File: src/rtl/core/tpmp_pkg.sv
package tpmp_pkg;

  // Field and result widths
  localparam int unsigned FieldW = 63;
  localparam int unsigned ResW   = 30;
  // Reduction step counter: two folding steps for b, then two for a
  localparam int unsigned CntW   = 2;

  // Prime modulus and the exponent modulus (prime minus one)
  localparam logic [ResW-1:0] PRIME_MOD = 30'd1000000007;
  localparam logic [ResW-1:0] EXP_MOD   = 30'd1000000006;

  // 2^30 mod m, used to fold a 30-bit chunk into the running residue
  localparam logic [ResW-1:0] R30_PRIME = 30'd73741817;
  localparam logic [ResW-1:0] R30_EXP   = 30'd73741818;

  // Barrett reciprocals floor(2^60 / m), both fit in 31 bits
  localparam logic [63:0] TWO_POW_60 = 64'd1 << 60;
  localparam logic [31:0] MU_PRIME   = 32'(TWO_POW_60 / 64'd1000000007);
  localparam logic [31:0] MU_EXP     = 32'(TWO_POW_60 / 64'd1000000006);

  // Controller to datapath commands
  typedef struct packed {
    logic load_in;
    logic red_mode;
    logic setup1;
    logic setup2;
    logic use_prime;
    logic mul_start;
    logic mul_square;
    logic take_mul;
    logic take_sq;
    logic take_red;
    logic load_result;
  } tpmp_cmd_t;

  // Datapath to controller status
  typedef struct packed {
    logic exp_zero;
    logic exp_lsb;
    logic mul_done;
    logic a_zero;
    logic out_free;
  } tpmp_status_t;

endpackage

File: src/rtl/core/tpmp_modmul.sv
module tpmp_modmul import tpmp_pkg::*; (
  input  logic            clk_i,
  input  logic            rst_ni,
  input  logic            start_i,
  input  logic            use_prime_i,
  input  logic [ResW-1:0] x_i,
  input  logic [ResW-1:0] y_i,
  input  logic [ResW-1:0] z_i,
  output logic            done_o,
  output logic [ResW-1:0] res_o
);

  // Phase shift register: product, quotient, q*m, remainder, correction
  logic [4:0]  ph_q;
  logic [59:0] prod_q;
  logic [30:0] quo_q;
  logic [31:0] qm_q;
  logic [31:0] rem_q;

  logic [ResW-1:0] mod_w;
  logic [31:0]     mu_w;
  logic [31:0]     op_a;
  logic [31:0]     op_b;
  logic [63:0]     mult;
  logic [31:0]     m1;
  logic [31:0]     m2;
  logic [31:0]     m3;
  logic [31:0]     res32;

  assign mod_w = use_prime_i ? PRIME_MOD : EXP_MOD;
  assign mu_w  = use_prime_i ? MU_PRIME : MU_EXP;

  // One shared multiplier, operands picked by phase
  always_comb begin
    op_a = '0;
    op_b = '0;
    if (ph_q[0]) begin
      op_a = {2'b00, x_i};
      op_b = {2'b00, y_i};
    end else if (ph_q[1]) begin
      op_a = {1'b0, prod_q[59:29]};
      op_b = mu_w;
    end else if (ph_q[2]) begin
      op_a = {1'b0, quo_q};
      op_b = {2'b00, mod_w};
    end
  end

  assign mult = op_a * op_b;

  always_ff @(posedge clk_i or negedge rst_ni) begin
    if (!rst_ni) begin
      ph_q <= '0;
    end else begin
      ph_q <= {ph_q[3:0], start_i};
    end
  end

  // Barrett stages; x*y + z stays below m^2, so under 2^60
  always_ff @(posedge clk_i) begin
    if (ph_q[0]) prod_q <= mult[59:0] + 60'(z_i);
    if (ph_q[1]) quo_q  <= mult[61:31];
    if (ph_q[2]) qm_q   <= mult[31:0];
    if (ph_q[3]) rem_q  <= prod_q[31:0] - qm_q;
  end

  // Remainder is below 3m: at most two subtractions of m
  assign m1 = {2'b00, mod_w};
  assign m2 = {1'b0, mod_w, 1'b0};
  assign m3 = m1 + m2;

  always_comb begin
    if (rem_q >= m2) begin
      res32 = rem_q - m2;
    end else if (rem_q >= m1) begin
      res32 = rem_q - m1;
    end else begin
      res32 = rem_q;
    end
  end

  assign res_o  = res32[ResW-1:0];
  assign done_o = ph_q[4];

  a_phase_onehot: assert property (@(posedge clk_i) disable iff (!rst_ni)
    $onehot0(ph_q))
    else $error("modmul phase not one-hot");

  a_start_idle: assert property (@(posedge clk_i) disable iff (!rst_ni)
    start_i |-> (ph_q == '0))
    else $error("modmul started while busy");

  a_barrett_bound: assert property (@(posedge clk_i) disable iff (!rst_ni)
    ph_q[4] |-> (rem_q < m3))
    else $error("Barrett remainder out of range");

endmodule

File: src/rtl/core/tpmp_datapath.sv
module tpmp_datapath import tpmp_pkg::*; (
  input  logic              clk_i,
  input  logic              rst_ni,
  input  tpmp_cmd_t         cmd_i,
  output tpmp_status_t      status_o,
  input  logic [FieldW-1:0] base_value_i,
  input  logic [FieldW-1:0] exponent_base_i,
  input  logic [FieldW-1:0] exponent_power_i,
  input  logic              out_ready_i,
  output logic              out_valid_o,
  output logic [ResW-1:0]   residue_o
);

  // Low 60 bits of a and b still to be folded in, top chunk first
  logic [2*ResW-1:0] a_sh_q;
  logic [2*ResW-1:0] b_sh_q;
  logic [FieldW-1:0] exp_q;
  logic [ResW-1:0]   red_a_q;
  logic [ResW-1:0]   red_b_q;
  logic [ResW-1:0]   acc_q;
  logic [ResW-1:0]   sq_q;
  logic [ResW-1:0]   residue_q;
  logic              b_zero_q;
  logic              c_zero_q;
  logic              sel_sq_q;
  logic              sel_red_q;
  logic              out_valid_q;

  logic [ResW-1:0]   mm_x;
  logic [ResW-1:0]   mm_y;
  logic [ResW-1:0]   mm_z;
  logic [ResW-1:0]   mm_res;
  logic              mm_done;
  logic              a_zero;
  logic [ResW-1:0]   special;

  assign a_zero  = (red_a_q == '0);
  assign special = c_zero_q ? '0 : (b_zero_q ? ResW'(1) : '0);

  // Multiplier operands: folding r*2^30 + chunk, or an exponent step
  always_comb begin
    if (sel_red_q) begin
      mm_x = cmd_i.use_prime ? red_a_q : red_b_q;
      mm_y = cmd_i.use_prime ? R30_PRIME : R30_EXP;
      mm_z = cmd_i.use_prime ? a_sh_q[2*ResW-1:ResW] : b_sh_q[2*ResW-1:ResW];
    end else begin
      mm_x = sel_sq_q ? sq_q : acc_q;
      mm_y = sq_q;
      mm_z = '0;
    end
  end

  // Shared modular multiplier
  tpmp_modmul u_modmul (
    .clk_i       (clk_i),
    .rst_ni      (rst_ni),
    .start_i     (cmd_i.mul_start),
    .use_prime_i (cmd_i.use_prime),
    .x_i         (mm_x),
    .y_i         (mm_y),
    .z_i         (mm_z),
    .done_o      (mm_done),
    .res_o       (mm_res)
  );

  // Working registers
  always_ff @(posedge clk_i or negedge rst_ni) begin
    if (!rst_ni) begin
      red_a_q   <= '0;
      red_b_q   <= '0;
      acc_q     <= '0;
      sq_q      <= '0;
      sel_sq_q  <= 1'b0;
      sel_red_q <= 1'b0;
    end else begin
      if (cmd_i.load_in) begin
        red_a_q <= ResW'(base_value_i[FieldW-1:2*ResW]);
        red_b_q <= ResW'(exponent_base_i[FieldW-1:2*ResW]);
      end else if (cmd_i.take_red && cmd_i.use_prime) begin
        red_a_q <= mm_res;
      end else if (cmd_i.take_red) begin
        red_b_q <= mm_res;
      end
      if (cmd_i.setup1) begin
        acc_q <= ResW'(1);
        sq_q  <= red_b_q;
      end else if (cmd_i.setup2) begin
        acc_q <= ResW'(1);
        sq_q  <= red_a_q;
      end else if (cmd_i.take_mul) begin
        acc_q <= mm_res;
      end else if (cmd_i.take_sq) begin
        sq_q <= mm_res;
      end
      if (cmd_i.mul_start) begin
        sel_sq_q  <= cmd_i.mul_square;
        sel_red_q <= cmd_i.red_mode;
      end
    end
  end

  // Input chunks and exponent
  always_ff @(posedge clk_i) begin
    if (cmd_i.load_in) begin
      a_sh_q   <= base_value_i[2*ResW-1:0];
      b_sh_q   <= exponent_base_i[2*ResW-1:0];
      exp_q    <= exponent_power_i;
      b_zero_q <= (exponent_base_i == '0);
      c_zero_q <= (exponent_power_i == '0);
    end else begin
      if (cmd_i.take_red && cmd_i.use_prime) begin
        a_sh_q <= {a_sh_q[ResW-1:0], {ResW{1'b0}}};
      end
      if (cmd_i.take_red && !cmd_i.use_prime) begin
        b_sh_q <= {b_sh_q[ResW-1:0], {ResW{1'b0}}};
      end
      if (cmd_i.setup2) begin
        exp_q <= {{(FieldW-ResW){1'b0}}, acc_q};
      end else if (cmd_i.take_mul) begin
        exp_q[0] <= 1'b0;
      end else if (cmd_i.take_sq) begin
        exp_q <= {1'b0, exp_q[FieldW-1:1]};
      end
    end
  end

  // Output register
  always_ff @(posedge clk_i or negedge rst_ni) begin
    if (!rst_ni) begin
      out_valid_q <= 1'b0;
    end else if (cmd_i.load_result) begin
      out_valid_q <= 1'b1;
    end else if (out_ready_i) begin
      out_valid_q <= 1'b0;
    end
  end

  always_ff @(posedge clk_i) begin
    if (cmd_i.load_result) residue_q <= a_zero ? special : acc_q;
  end

  assign out_valid_o = out_valid_q;
  assign residue_o   = residue_q;

  assign status_o.exp_zero = (exp_q == '0);
  assign status_o.exp_lsb  = exp_q[0];
  assign status_o.mul_done = mm_done;
  assign status_o.a_zero   = a_zero;
  assign status_o.out_free = !out_valid_q || out_ready_i;

  a_red_a_range: assert property (@(posedge clk_i) disable iff (!rst_ni)
    red_a_q < PRIME_MOD)
    else $error("base residue not reduced");

  a_red_b_range: assert property (@(posedge clk_i) disable iff (!rst_ni)
    red_b_q < EXP_MOD)
    else $error("exponent base residue not reduced");

  a_residue_range: assert property (@(posedge clk_i) disable iff (!rst_ni)
    out_valid_q |-> (residue_q < PRIME_MOD))
    else $error("result residue out of range");

endmodule

File: src/rtl/core/tpmp_ctrl.sv
module tpmp_ctrl import tpmp_pkg::*; (
  input  logic         clk_i,
  input  logic         rst_ni,
  input  logic         in_valid_i,
  output logic         in_ready_o,
  input  tpmp_status_t status_i,
  output tpmp_cmd_t    cmd_o
);

  typedef enum logic [2:0] {
    S_IDLE,
    S_RED,
    S_RWAIT,
    S_PICK,
    S_STEP,
    S_MUL,
    S_SQR,
    S_FINISH
  } state_e;

  localparam logic [CntW-1:0] LastRed = '1;

  state_e          state_q;
  logic [CntW-1:0] cnt_q;
  logic            pass2_q;

  // State, reduction step counter and pass flag
  always_ff @(posedge clk_i or negedge rst_ni) begin
    if (!rst_ni) begin
      state_q <= S_IDLE;
      cnt_q   <= '0;
      pass2_q <= 1'b0;
    end else begin
      case (state_q)
        S_IDLE: begin
          cnt_q <= '0;
          if (in_valid_i) state_q <= S_RED;
        end
        S_RED: begin
          state_q <= S_RWAIT;
        end
        S_RWAIT: begin
          if (status_i.mul_done) begin
            cnt_q   <= cnt_q + CntW'(1);
            state_q <= (cnt_q == LastRed) ? S_PICK : S_RED;
          end
        end
        S_PICK: begin
          pass2_q <= 1'b0;
          state_q <= status_i.a_zero ? S_FINISH : S_STEP;
        end
        S_STEP: begin
          if (status_i.exp_zero) begin
            if (pass2_q) begin
              state_q <= S_FINISH;
            end else begin
              pass2_q <= 1'b1;
            end
          end else if (status_i.exp_lsb) begin
            state_q <= S_MUL;
          end else begin
            state_q <= S_SQR;
          end
        end
        S_MUL, S_SQR: begin
          if (status_i.mul_done) state_q <= S_STEP;
        end
        S_FINISH: begin
          if (status_i.out_free) state_q <= S_IDLE;
        end
        default: state_q <= S_IDLE;
      endcase
    end
  end

  // Commands decoded from state and status; b is folded first, then a
  always_comb begin
    cmd_o           = '0;
    cmd_o.use_prime = pass2_q;
    case (state_q)
      S_IDLE:   cmd_o.load_in  = in_valid_i;
      S_RED: begin
        cmd_o.mul_start = 1'b1;
        cmd_o.red_mode  = 1'b1;
        cmd_o.use_prime = cnt_q[CntW-1];
      end
      S_RWAIT: begin
        cmd_o.take_red  = status_i.mul_done;
        cmd_o.use_prime = cnt_q[CntW-1];
      end
      S_PICK:   cmd_o.setup1   = !status_i.a_zero;
      S_STEP: begin
        if (status_i.exp_zero) begin
          cmd_o.setup2 = !pass2_q;
        end else begin
          cmd_o.mul_start  = 1'b1;
          cmd_o.mul_square = !status_i.exp_lsb;
        end
      end
      S_MUL:    cmd_o.take_mul    = status_i.mul_done;
      S_SQR:    cmd_o.take_sq     = status_i.mul_done;
      S_FINISH: cmd_o.load_result = status_i.out_free;
      default:  cmd_o.load_in     = 1'b0;
    endcase
  end

  assign in_ready_o = (state_q == S_IDLE);

endmodule

File: src/rtl/core/tower_power_mod_prime.sv
// Four 30-bit folding steps reduce b and a, then each pass does one squaring per exponent
// bit below the top set bit and one multiplication per set bit. When a is a multiple of
// the prime, the exponent passes are skipped and the result follows from b and c alone.
// One item is in work at a time; products use the shared five-phase Barrett multiplier.
// The next item can be taken in the cycle after the result is loaded into a free output register.
// Reset (rst_ni low, asynchronous) returns the controller to idle, empties the output.
module tower_power_mod_prime import tpmp_pkg::*; (
  input  logic              clk_i,
  input  logic              rst_ni,
  input  logic              in_valid_i,
  output logic              in_ready_o,
  input  logic [FieldW-1:0] base_value_i,
  input  logic [FieldW-1:0] exponent_base_i,
  input  logic [FieldW-1:0] exponent_power_i,
  output logic              out_valid_o,
  input  logic              out_ready_i,
  output logic [ResW-1:0]   residue_o
);

  tpmp_cmd_t    cmd;
  tpmp_status_t status;

  // Sequencer
  tpmp_ctrl u_ctrl (
    .clk_i      (clk_i),
    .rst_ni     (rst_ni),
    .in_valid_i (in_valid_i),
    .in_ready_o (in_ready_o),
    .status_i   (status),
    .cmd_o      (cmd)
  );

  // Reduction, exponent passes and output register
  tpmp_datapath u_datapath (
    .clk_i            (clk_i),
    .rst_ni           (rst_ni),
    .cmd_i            (cmd),
    .status_o         (status),
    .base_value_i     (base_value_i),
    .exponent_base_i  (exponent_base_i),
    .exponent_power_i (exponent_power_i),
    .out_ready_i      (out_ready_i),
    .out_valid_o      (out_valid_o),
    .residue_o        (residue_o)
  );

endmodule
File: config.mk
export PLATFORM = sky130hd
export DESIGN_NAME = tower_power_mod_prime
export DESIGN_NICKNAME = d
export VERILOG_FILES = /design/src/rtl/core/tpmp_pkg.sv /design/src/rtl/core/tpmp_modmul.sv /design/src/rtl/core/tpmp_datapath.sv /design/src/rtl/core/tpmp_ctrl.sv /design/src/rtl/core/tower_power_mod_prime.sv
export SDC_FILE = /design/constraint.sdc
export NUM_CORES = 2
export LEC_CHECK = 0
export ABC_AREA = 1
export BUFFER_PORTS_ARGS = -buffer_cell sky130_fd_sc_hd__buf_2
export CORE_ASPECT_RATIO = 1.2
export CORE_MARGIN = 1
export CORE_UTILIZATION = 35
export CTS_BUF_LIST = sky130_fd_sc_hd__clkbuf_4
export DETAILED_ROUTE_END_ITERATION = 16
export PLACE_DENSITY = 0.53
export SLEW_MARGIN = 20
export SYNTH_ARGS = -nofsm -noshare
export SYNTH_HDL_FRONTEND = slang
export SYNTH_SLANG_ARGS = --single-unit
File: constraint.sdc
create_clock -name clk_i -period 9.6 [get_ports clk_i]
set_input_delay 0 -clock clk_i [delete_from_list [all_inputs] [get_ports clk_i]]
set_output_delay 0 -clock clk_i [all_outputs]
set_load 0.02 [all_outputs]
# After elaboration in Yosys (flattened, before gate mapping)
# Index checks and enable logic that the tools add are counted.
op_classes:
  n_addsub: 5
  mul: 1
  n_div: 0
  n_lt_le_gt_ge: 2
  n_eq_ne: 17
  shifts: 0
  mux: 70
  bitwise: 0
  reduce_logical: 31
ops:
  columns: ["operator", "n"]
  rows:
  - ["two-way mux 30 bit", 23]
  - ["two-way mux 60 bit", 4]
  - ["logical NOT 63 bit", 3]
  - ["two-way mux 63 bit", 3]
  - ["two-way mux 31 bit", 4]
  - ["multiplier 32 x 32 -> 62 bit", 1]
  - ["two-way mux 62 bit", 1]
  - ["adder 60 x 30 -> 60 bit", 1]
  - ["subtractor 30 bit", 2]
  - [">= comparator 32 x 30 -> 1 bit", 1]
  - [">= comparator 32 x 31 -> 1 bit", 1]
  - ["two-way mux 32 bit", 1]
  - ["subtractor 32 bit", 1]
  - ["logical NOT 30 bit", 1]
  - ["case mux 3 bit (7 select lines)", 1]
  - ["two-way mux 1 bit", 18]
  - ["two-way mux 3 bit", 6]
  - ["== test 3 bit, second input constant", 4]
  - ["two-way mux 2 bit", 6]
  - ["nonzero test 2 bit", 6]
  - ["AND reduction 2 bit", 5]
  - ["nonzero test 3 bit", 3]
  - ["== test 3 x 2 -> 1 bit, second input constant", 2]
  - ["inequality test 2 x 1 -> 1 bit, second input constant", 3]
  - ["15 further kinds", 25]
word_totals:
  reg_bits: 504
  latchBits: 0
  mem_bits_rw: 0
  mem_bits_ro: 0
  input_bits: 193
  output_inout_bits: 32
  wordCells: 148
  mem_count: 0

# Logic depth before layout (Yosys ltp)
depth:
  depth_word: 11
  ltp_mapped: 59
  depth_no_buf: 56

# Cells and area by module
# From an unflattened synthesis, not the netlist that was laid out.
hier_totals:
  cells_unflattened: 7553
  area_unflattened_um2: 60854.6
by_module_without_submodules:
  columns: ["mod", "n_inst", "cells_per_inst", "area_each_um2", "seq_area_each_um2"]
  rows:
  - ["tpmp_modmul", 1, 5591, 43819.5, 4779.6]
  - ["tpmp_datapath", 1, 1886, 16505.8, 9534.1]
  - ["tpmp_ctrl", 1, 76, 529.3, 150.1]

# Least setup slack after synthesis
# Ideal clock, no wire load.
synth_timing:
  path_type: "register to register"
  from: "register u_datapath.u_modmul.ph_q[0]"
  to: "register u_datapath.u_modmul.prod_q[50], data pin"
  setup_ps: 249
  arrival_time_ps: 9996
  t_required_ps: 9351
  slack_ps: -645
  path_stages_with_launch: 44
  n_path_buf: 4
  period_less_slack_ps: 10245
  path_cell_list: "dfrtp_1 > buf_2 > inv_1 > nor2_1 > inv_1 > clkbuf_1 > o21ai_0 > clkbuf_1 > clkbuf_1 > nor2_1 > fa_1 > fa_1 > fa_1 > inv_1 > fa_1 > inv_1 > fa_1 > inv_1 > [8 not listed] > nor2_1 > nand4_1 > nand3_1 > xor2_1 > ha_1 > a21oi_1 > inv_1 > a21oi_1 > o21ai_0 > o21bai_1 > a21oi_1 > inv_1 > nand2_1 > inv_1 > nand3_1 > nand2_1 > nand2_1 > inv_1"
synth_between:
  elab_chain_cells: 3
  word_cells_on_any_way: 4
  cone_classes: "1 x add/sub; 1 x mul; 2 x mux"
synth_rtl:
  columns: ["element", "line", "text"]
  rows:
  - ["from (decl)", "tpmp_modmul.sv:14", "logic [4:0] ph_q;"]
  - ["from (signal assigned)", "tpmp_modmul.sv:55", "ph_q <= {ph_q[3:0], start_i};"]
  - ["two-way mux 32 bit or two-way mux 31 bit (tied branches)", "tpmp_modmul.sv:37", "if (ph_q[0]) begin"]
  - ["multiplier 32 x 32 -> 62 bit (*)", "tpmp_modmul.sv:49", "assign mult = op_a * op_b;"]
  - ["via u_datapath.u_modmul.mult[23]", "tpmp_modmul.sv:24", "logic [63:0] mult;"]
  - ["adder 60 x 30 -> 60 bit (*)", "tpmp_modmul.sv:61", "if (ph_q[0]) prod_q <= mult[59:0] + 60'(z_i);"]
  - ["to (signal assigned)", "tpmp_modmul.sv:61", null]
  - ["to (decl)", "tpmp_modmul.sv:15", "logic [59:0] prod_q;"]
# The timed path passes the listed nets; every way through them passes the cells marked *.
# A chain may end at the register's enable or synchronous reset.

# Final worst setup path
layout_timing:
  from: "register u_ctrl.state_q[0]"
  to: "register u_datapath.u_modmul.prod_q[58], data pin"
layout_between:
  elab_chain_cells: 9
  word_cells_on_any_way: 18
  cone_classes: "1 x add/sub; 1 x mul; 2 x eq/ne; 13 x mux; 1 x reduce/logical"
layout_rtl:
  columns: ["element", "line", "text"]
  rows:
  - ["from (decl)", "tpmp_ctrl.sv:23", "state_e state_q;"]
  - ["from (signal assigned)", "tpmp_ctrl.sv:45", "state_q <= (cnt_q == LastRed) ? S_PICK : S_RED;"]
  - ["from (signal assigned)", "tpmp_ctrl.sv:50", "state_q <= status_i.a_zero ? S_FINISH : S_STEP;"]
  - ["== test 3 x 2 -> 1 bit or == test 3 x 1 -> 1 bit (tied branches)", "tpmp_ctrl.sv:80", "case (state_q)"]
  - ["OR reduction 2 bit (no line) (*)", null, null]
  - ["two-way mux 1 bit (*)", "tpmp_ctrl.sv:80", null]
  - ["two-way mux 1 bit", "tpmp_modmul.sv:30", "assign mod_w = use_prime_i ? PRIME_MOD : EXP_MOD;"]
  - ["two-way mux 30 bit", "tpmp_modmul.sv:43", "end else if (ph_q[2]) begin"]
  - ["two-way mux 31 bit", "tpmp_modmul.sv:40", "end else if (ph_q[1]) begin"]
  - ["two-way mux 31 bit", "tpmp_modmul.sv:37", null]
  - ["multiplier 32 x 32 -> 62 bit (*)", "tpmp_modmul.sv:49", null]
  - ["via u_datapath.u_modmul.mult[21]", "tpmp_modmul.sv:24", null]
  - ["adder 60 x 30 -> 60 bit (*)", "tpmp_modmul.sv:61", null]
# Marked as above.

==> flow_results.org <==
** STA
- Between clock sinks in the finished design, the worst skew comes to 114 ps.
- Headroom to the max-slew limit came out at 26.2%.
- The count of final max-slew check failures was 0.
- For the pin with the worst max-slew slack, the measured transition is ~1100 ps.
- Final cycle utilization of the critical path :: 98.6%
- # setup viols final :: 0
- Shortest clock period the worst path allows after layout :: 9470 ps
- Top achievable clock speed :: 106 MHz
- Unrepaired setup endpoints after global routing :: true
- Final hold vios :: 0

** Detailed routing
- Final routed wire length divided by cell count :: 23.0 um
- Total vias in the final route :: approximately 57000
- Final ANT Viol Nets :: 0
- For this block, the routed nets add up to approximately 260 mm of wire.
- Number of remaining DRC errors :: 0
- Length of the first detailed-routing pass in iterations :: 6
- Initial DRC count :: just over 4000
- Dividing the detail-routed via count by the number of cells gives 5.02.

** Die
- For this configuration, the core starts out at a cell density of 35.2%.
- Die area :: roughly 180000 sq um
- Floorplan die height :: between 400 and 500 um
- I/O pins :: around 230
- Area of the core :: about 170000 sq um
- The die is between 300 and 400 um wide.
- Row generation in the floorplan step produced between 150 and 200 rows.

** Global route
- In the global route stage, met3 resource usage came out at 3.64%.
- The via count of the first global-routing pass came to slightly below 60000.
- Met1 Track Usage GR :: a little under two fifths
- Met2 usage :: 51.9%
- met2 is the most crowded layer.
- Leftover overflow at the end of global routing :: 0
- Global routing consumed, over all layers together, ~30% of the routing resources.
- Pin count of the biggest net entering global routing :: approximately 190
- The number of antenna violations at the first check in global routing came to 7.
- Global-route wire length before repair :: 385 mm

** Logic synthesis
- Among all flip-flop cells after synthesis, the most frequent one is sky130_fd_sc_hd__edfxtp_1.
- Cells taking the most area after synthesis :: sky130_fd_sc_hd__fa_1 28%, sky130_fd_sc_hd__edfxtp_1 18%, sky130_fd_sc_hd__nand2_1 12%
- Share of synthesized area occupied by flip-flops and latches :: between 20% and 30%
- The cell area that synthesis handed to floorplanning was between 60000 and 70000 sq um.
- Each instance of the synthesized netlist takes up on average between 8 and 9 sq um.
- Largest area contributor in the synthesized netlist :: sky130_fd_sc_hd__fa_1
- The share of synthesized area in the top cell type comes to 27.7%.
- For this run, asynchronously set or reset flops after synthesis account for 26.6%.
- Number of flops mapped to enable cells by yosys :: 370
- Number of distinct library cells after synthesis :: 64
- Number of standard cells after synthesis :: 7538
- Synthesis inferred between 500 and 600 register bits.
- Count of yosys warnings during synthesis :: 0

** Layout
- Area of the multi-input gates :: 41700 sq um
- Net count, final :: slightly above 10000
- Compared with the post-synthesis result, the final layout area differs by 31.9%.
- Combined flip-flop and latch cell area :: around 14000 sq um
- In the layout the commonest cells are 1738 x sky130_fd_sc_hd__nand2_1, 1429 x sky130_fd_sc_hd__inv_1, 869 x sky130_fd_sc_hd__nor2_1, 813 x sky130_fd_sc_hd__fa_1, 767 x sky130_fd_sc_hd__buf_4.
- Layout Cells excl Fill :: 11400
- In the final layout, the share of cells above drive strength 1 is 20.9%.
- Commonest non-fill, non-tap cell in the layout :: sky130_fd_sc_hd__nand2_1
- Filler cell count in the final layout :: approximately 17000

** Worst setup path
- In this run the worst path has a maximum fanout of 8.
- Tracing the worst setup path back leads to its startpoint at u_ctrl.state_q[0]$_DFFE_PN0P_.
- Following the worst setup path forward leads to its endpoint at u_datapath.u_modmul.prod_q[58]$_DFFE_PP_.
- CP max stage delay :: between 500 and 600 ps
- Counting cells, the worst reg-to-reg path comes to 52.
- For the worst setup path, the data arrival time is between 10000 and 15000 ps.
- FF-to-FF setup slack :: between 100 and 150 ps
- Worst Setup Path Type :: register to register
- Slowest CP cell :: sky130_fd_sc_hd__fa_1
- The most numerous cell type found on the critical path is sky130_fd_sc_hd__inv_2.
- In this run the critical register-to-register path is captured at u_datapath.u_modmul.prod_q[58]$_DFFE_PP_.
- Critical register-to-register path startpoint :: u_ctrl.state_q[0]$_DFFE_PN0P_
- For the worst setup path, the data required time is 10360 ps.
- The worst setup path is launched from a register.
- Type of element capturing the critical path :: register

** Run status
- Status :: complete, no violations

** Clock tree
- CTS built an H-tree with a depth of 4.
- After clock tree synthesis, the clock-pin slew on the worst setup and hold paths is 70 ps.
- Number of buffers on the longest clock path :: 3
- Source-to-sink clock delay at the later pin of the worst-skew pair :: roughly 1100 ps
- TritonCTS created 137 clock buffers.
- TritonCTS built the clock tree.
- CTS saw a little over 500 sinks.
- The tree is rooted in a sky130_fd_sc_hd__clkbuf_4.

** Place
- Count of buffers inserted at the top-level ports :: approximately 220
- Routability-driven placement finished with a final weighted congestion of ~1.
- Detailed placement HPWL :: approximately 210 mm
- Cell total after placement :: 10600

** Job
- The tool flagged a number of max-cap violations equal to 0.

** Hold path
- Hold crit path type :: input port to register
[flip-flops by register name (all words and copies together), names as in the netlist, 31 cells and up]
register and count:
u_datapath.exp_q 63, u_datapath.a_sh_q 60, u_datapath.b_sh_q 60, u_datapath.u_modmul.prod_q 60
u_datapath.u_modmul.qm_q 32, u_datapath.u_modmul.rem_q 32, u_datapath.u_modmul.quo_q 31
[worst min-delay path by stage]
stage | start | endpoint | slack, ps | cells past startpoint
final | in_valid_i | u_ctrl.state_q[1]$_DFFE_PN0P_ | 180 | 6
after floorplan | rst_ni | u_ctrl.cnt_q[0]$_DFFE_PN0P_ | -300 | 0
after detailed placement | rst_ni | u_datapath.out_valid_o$_DFFE_PN0P_ | 140 | 1
after global placement | rst_ni | u_datapath.out_valid_o$_DFFE_PN0P_ | 130 | 1
after CTS | in_valid_i | u_ctrl.state_q[1]$_DFFE_PN0P_ | 40 | 6
after global routing | in_valid_i | u_ctrl.state_q[1]$_DFFE_PN0P_ | 120 | 6
[repair_timing]
action,CTS,global route
hold buffers,469,0
resized for setup,162,503
setup buffers,25,65
hold endpoints to repair,388,0
setup endpoints to repair,43,43
gates cloned,1,2
pin swaps,39,196
[stage by stage]
step	utilization [%]	cell area (sq um)	TNS [ps]	setup slack [ps]	hold slack, ps
final	46.5	80100	0	131	181
after detailed placement	40.7	70200	-17200	-814	137
after global routing	46.5	80100	-2790	-214	119
after floorplan	-	60700	0	200	-296
after CTS	45.0	77600	-48.5	-25.7	36.5
after global placement	40.7	70200	-18060	-805	127
[cell type report]
type,instances,share of cell area [%]
timing repair buffer,1570,16.8
tap,2281,3.56
antenna,4,0.0125
clock buffer,197,1.85
clock inverter,45,0.414
inverter,1532,7.26
multi-input combinational,5229,52.1
sequential,504,18.1
timing repair inverter,1,0.0109
[worst max-delay path, delay by kind of cell (launching register included)]
kind                       cells  cell delay (ps)
buffers and inverters         17             1480
DFF                            1              390
AOI/OAI and AO/OA              7              920
xor gates and xnor gates       1              210
and+or+nand+nor               17             1590
adders and majority gates     10             4570
[cells in the mapped netlist, drive strengths merged (6+ instances only)]
library cell,instances
a22o,30
nand2,1896
o22ai,19
xnor2,36
o21a,10
a21oi,193
a221o,13
a21boi,6
o21bai,11
o211ai,22
or2,11
clkbuf,165
clkinv,10
and2,6
buf,112
inv,1522
fa,839
a31oi,24
edfxtp,370
nand3,177
dfrtp,134
nor4,57
o21ai,307
xor2,105
o2111ai,14
nor3,30
ha,348
nand4,51
nor2,980
[cells by family (layout without fill, tap and decap cells)]
kind of cell / Yosys count / in the layout / synth area share, %
AND/OR/NAND/NOR: 3215 / 3215 / 21.2
other: 2 / 10 / 0.0124
AO/OA/AOI/OAI: 680 / 680 / 6.57
adder cells (fa/ha/maj): 1187 / 1187 / 34.8
buffers and inverters: 1809 / 3345 / 11.5
flip-flops: 504 / 504 / 23.8
XOR/XNOR: 141 / 141 / 2.05
[routing by layer]
| layer | routed length [um] | part of all wire, % |
|---|---|---|
| met3 | 15000 | 5.7 |
| met2 | 130000 | 50 |
| met1 | 103000 | 39 |
| met5 | 0 | 0 |
| met4 | 13800 | 5.3 |
Power is left out: the tool's default activity adds up to more than one toggle a clock period on the data nets, which glitch-free logic cannot reach.
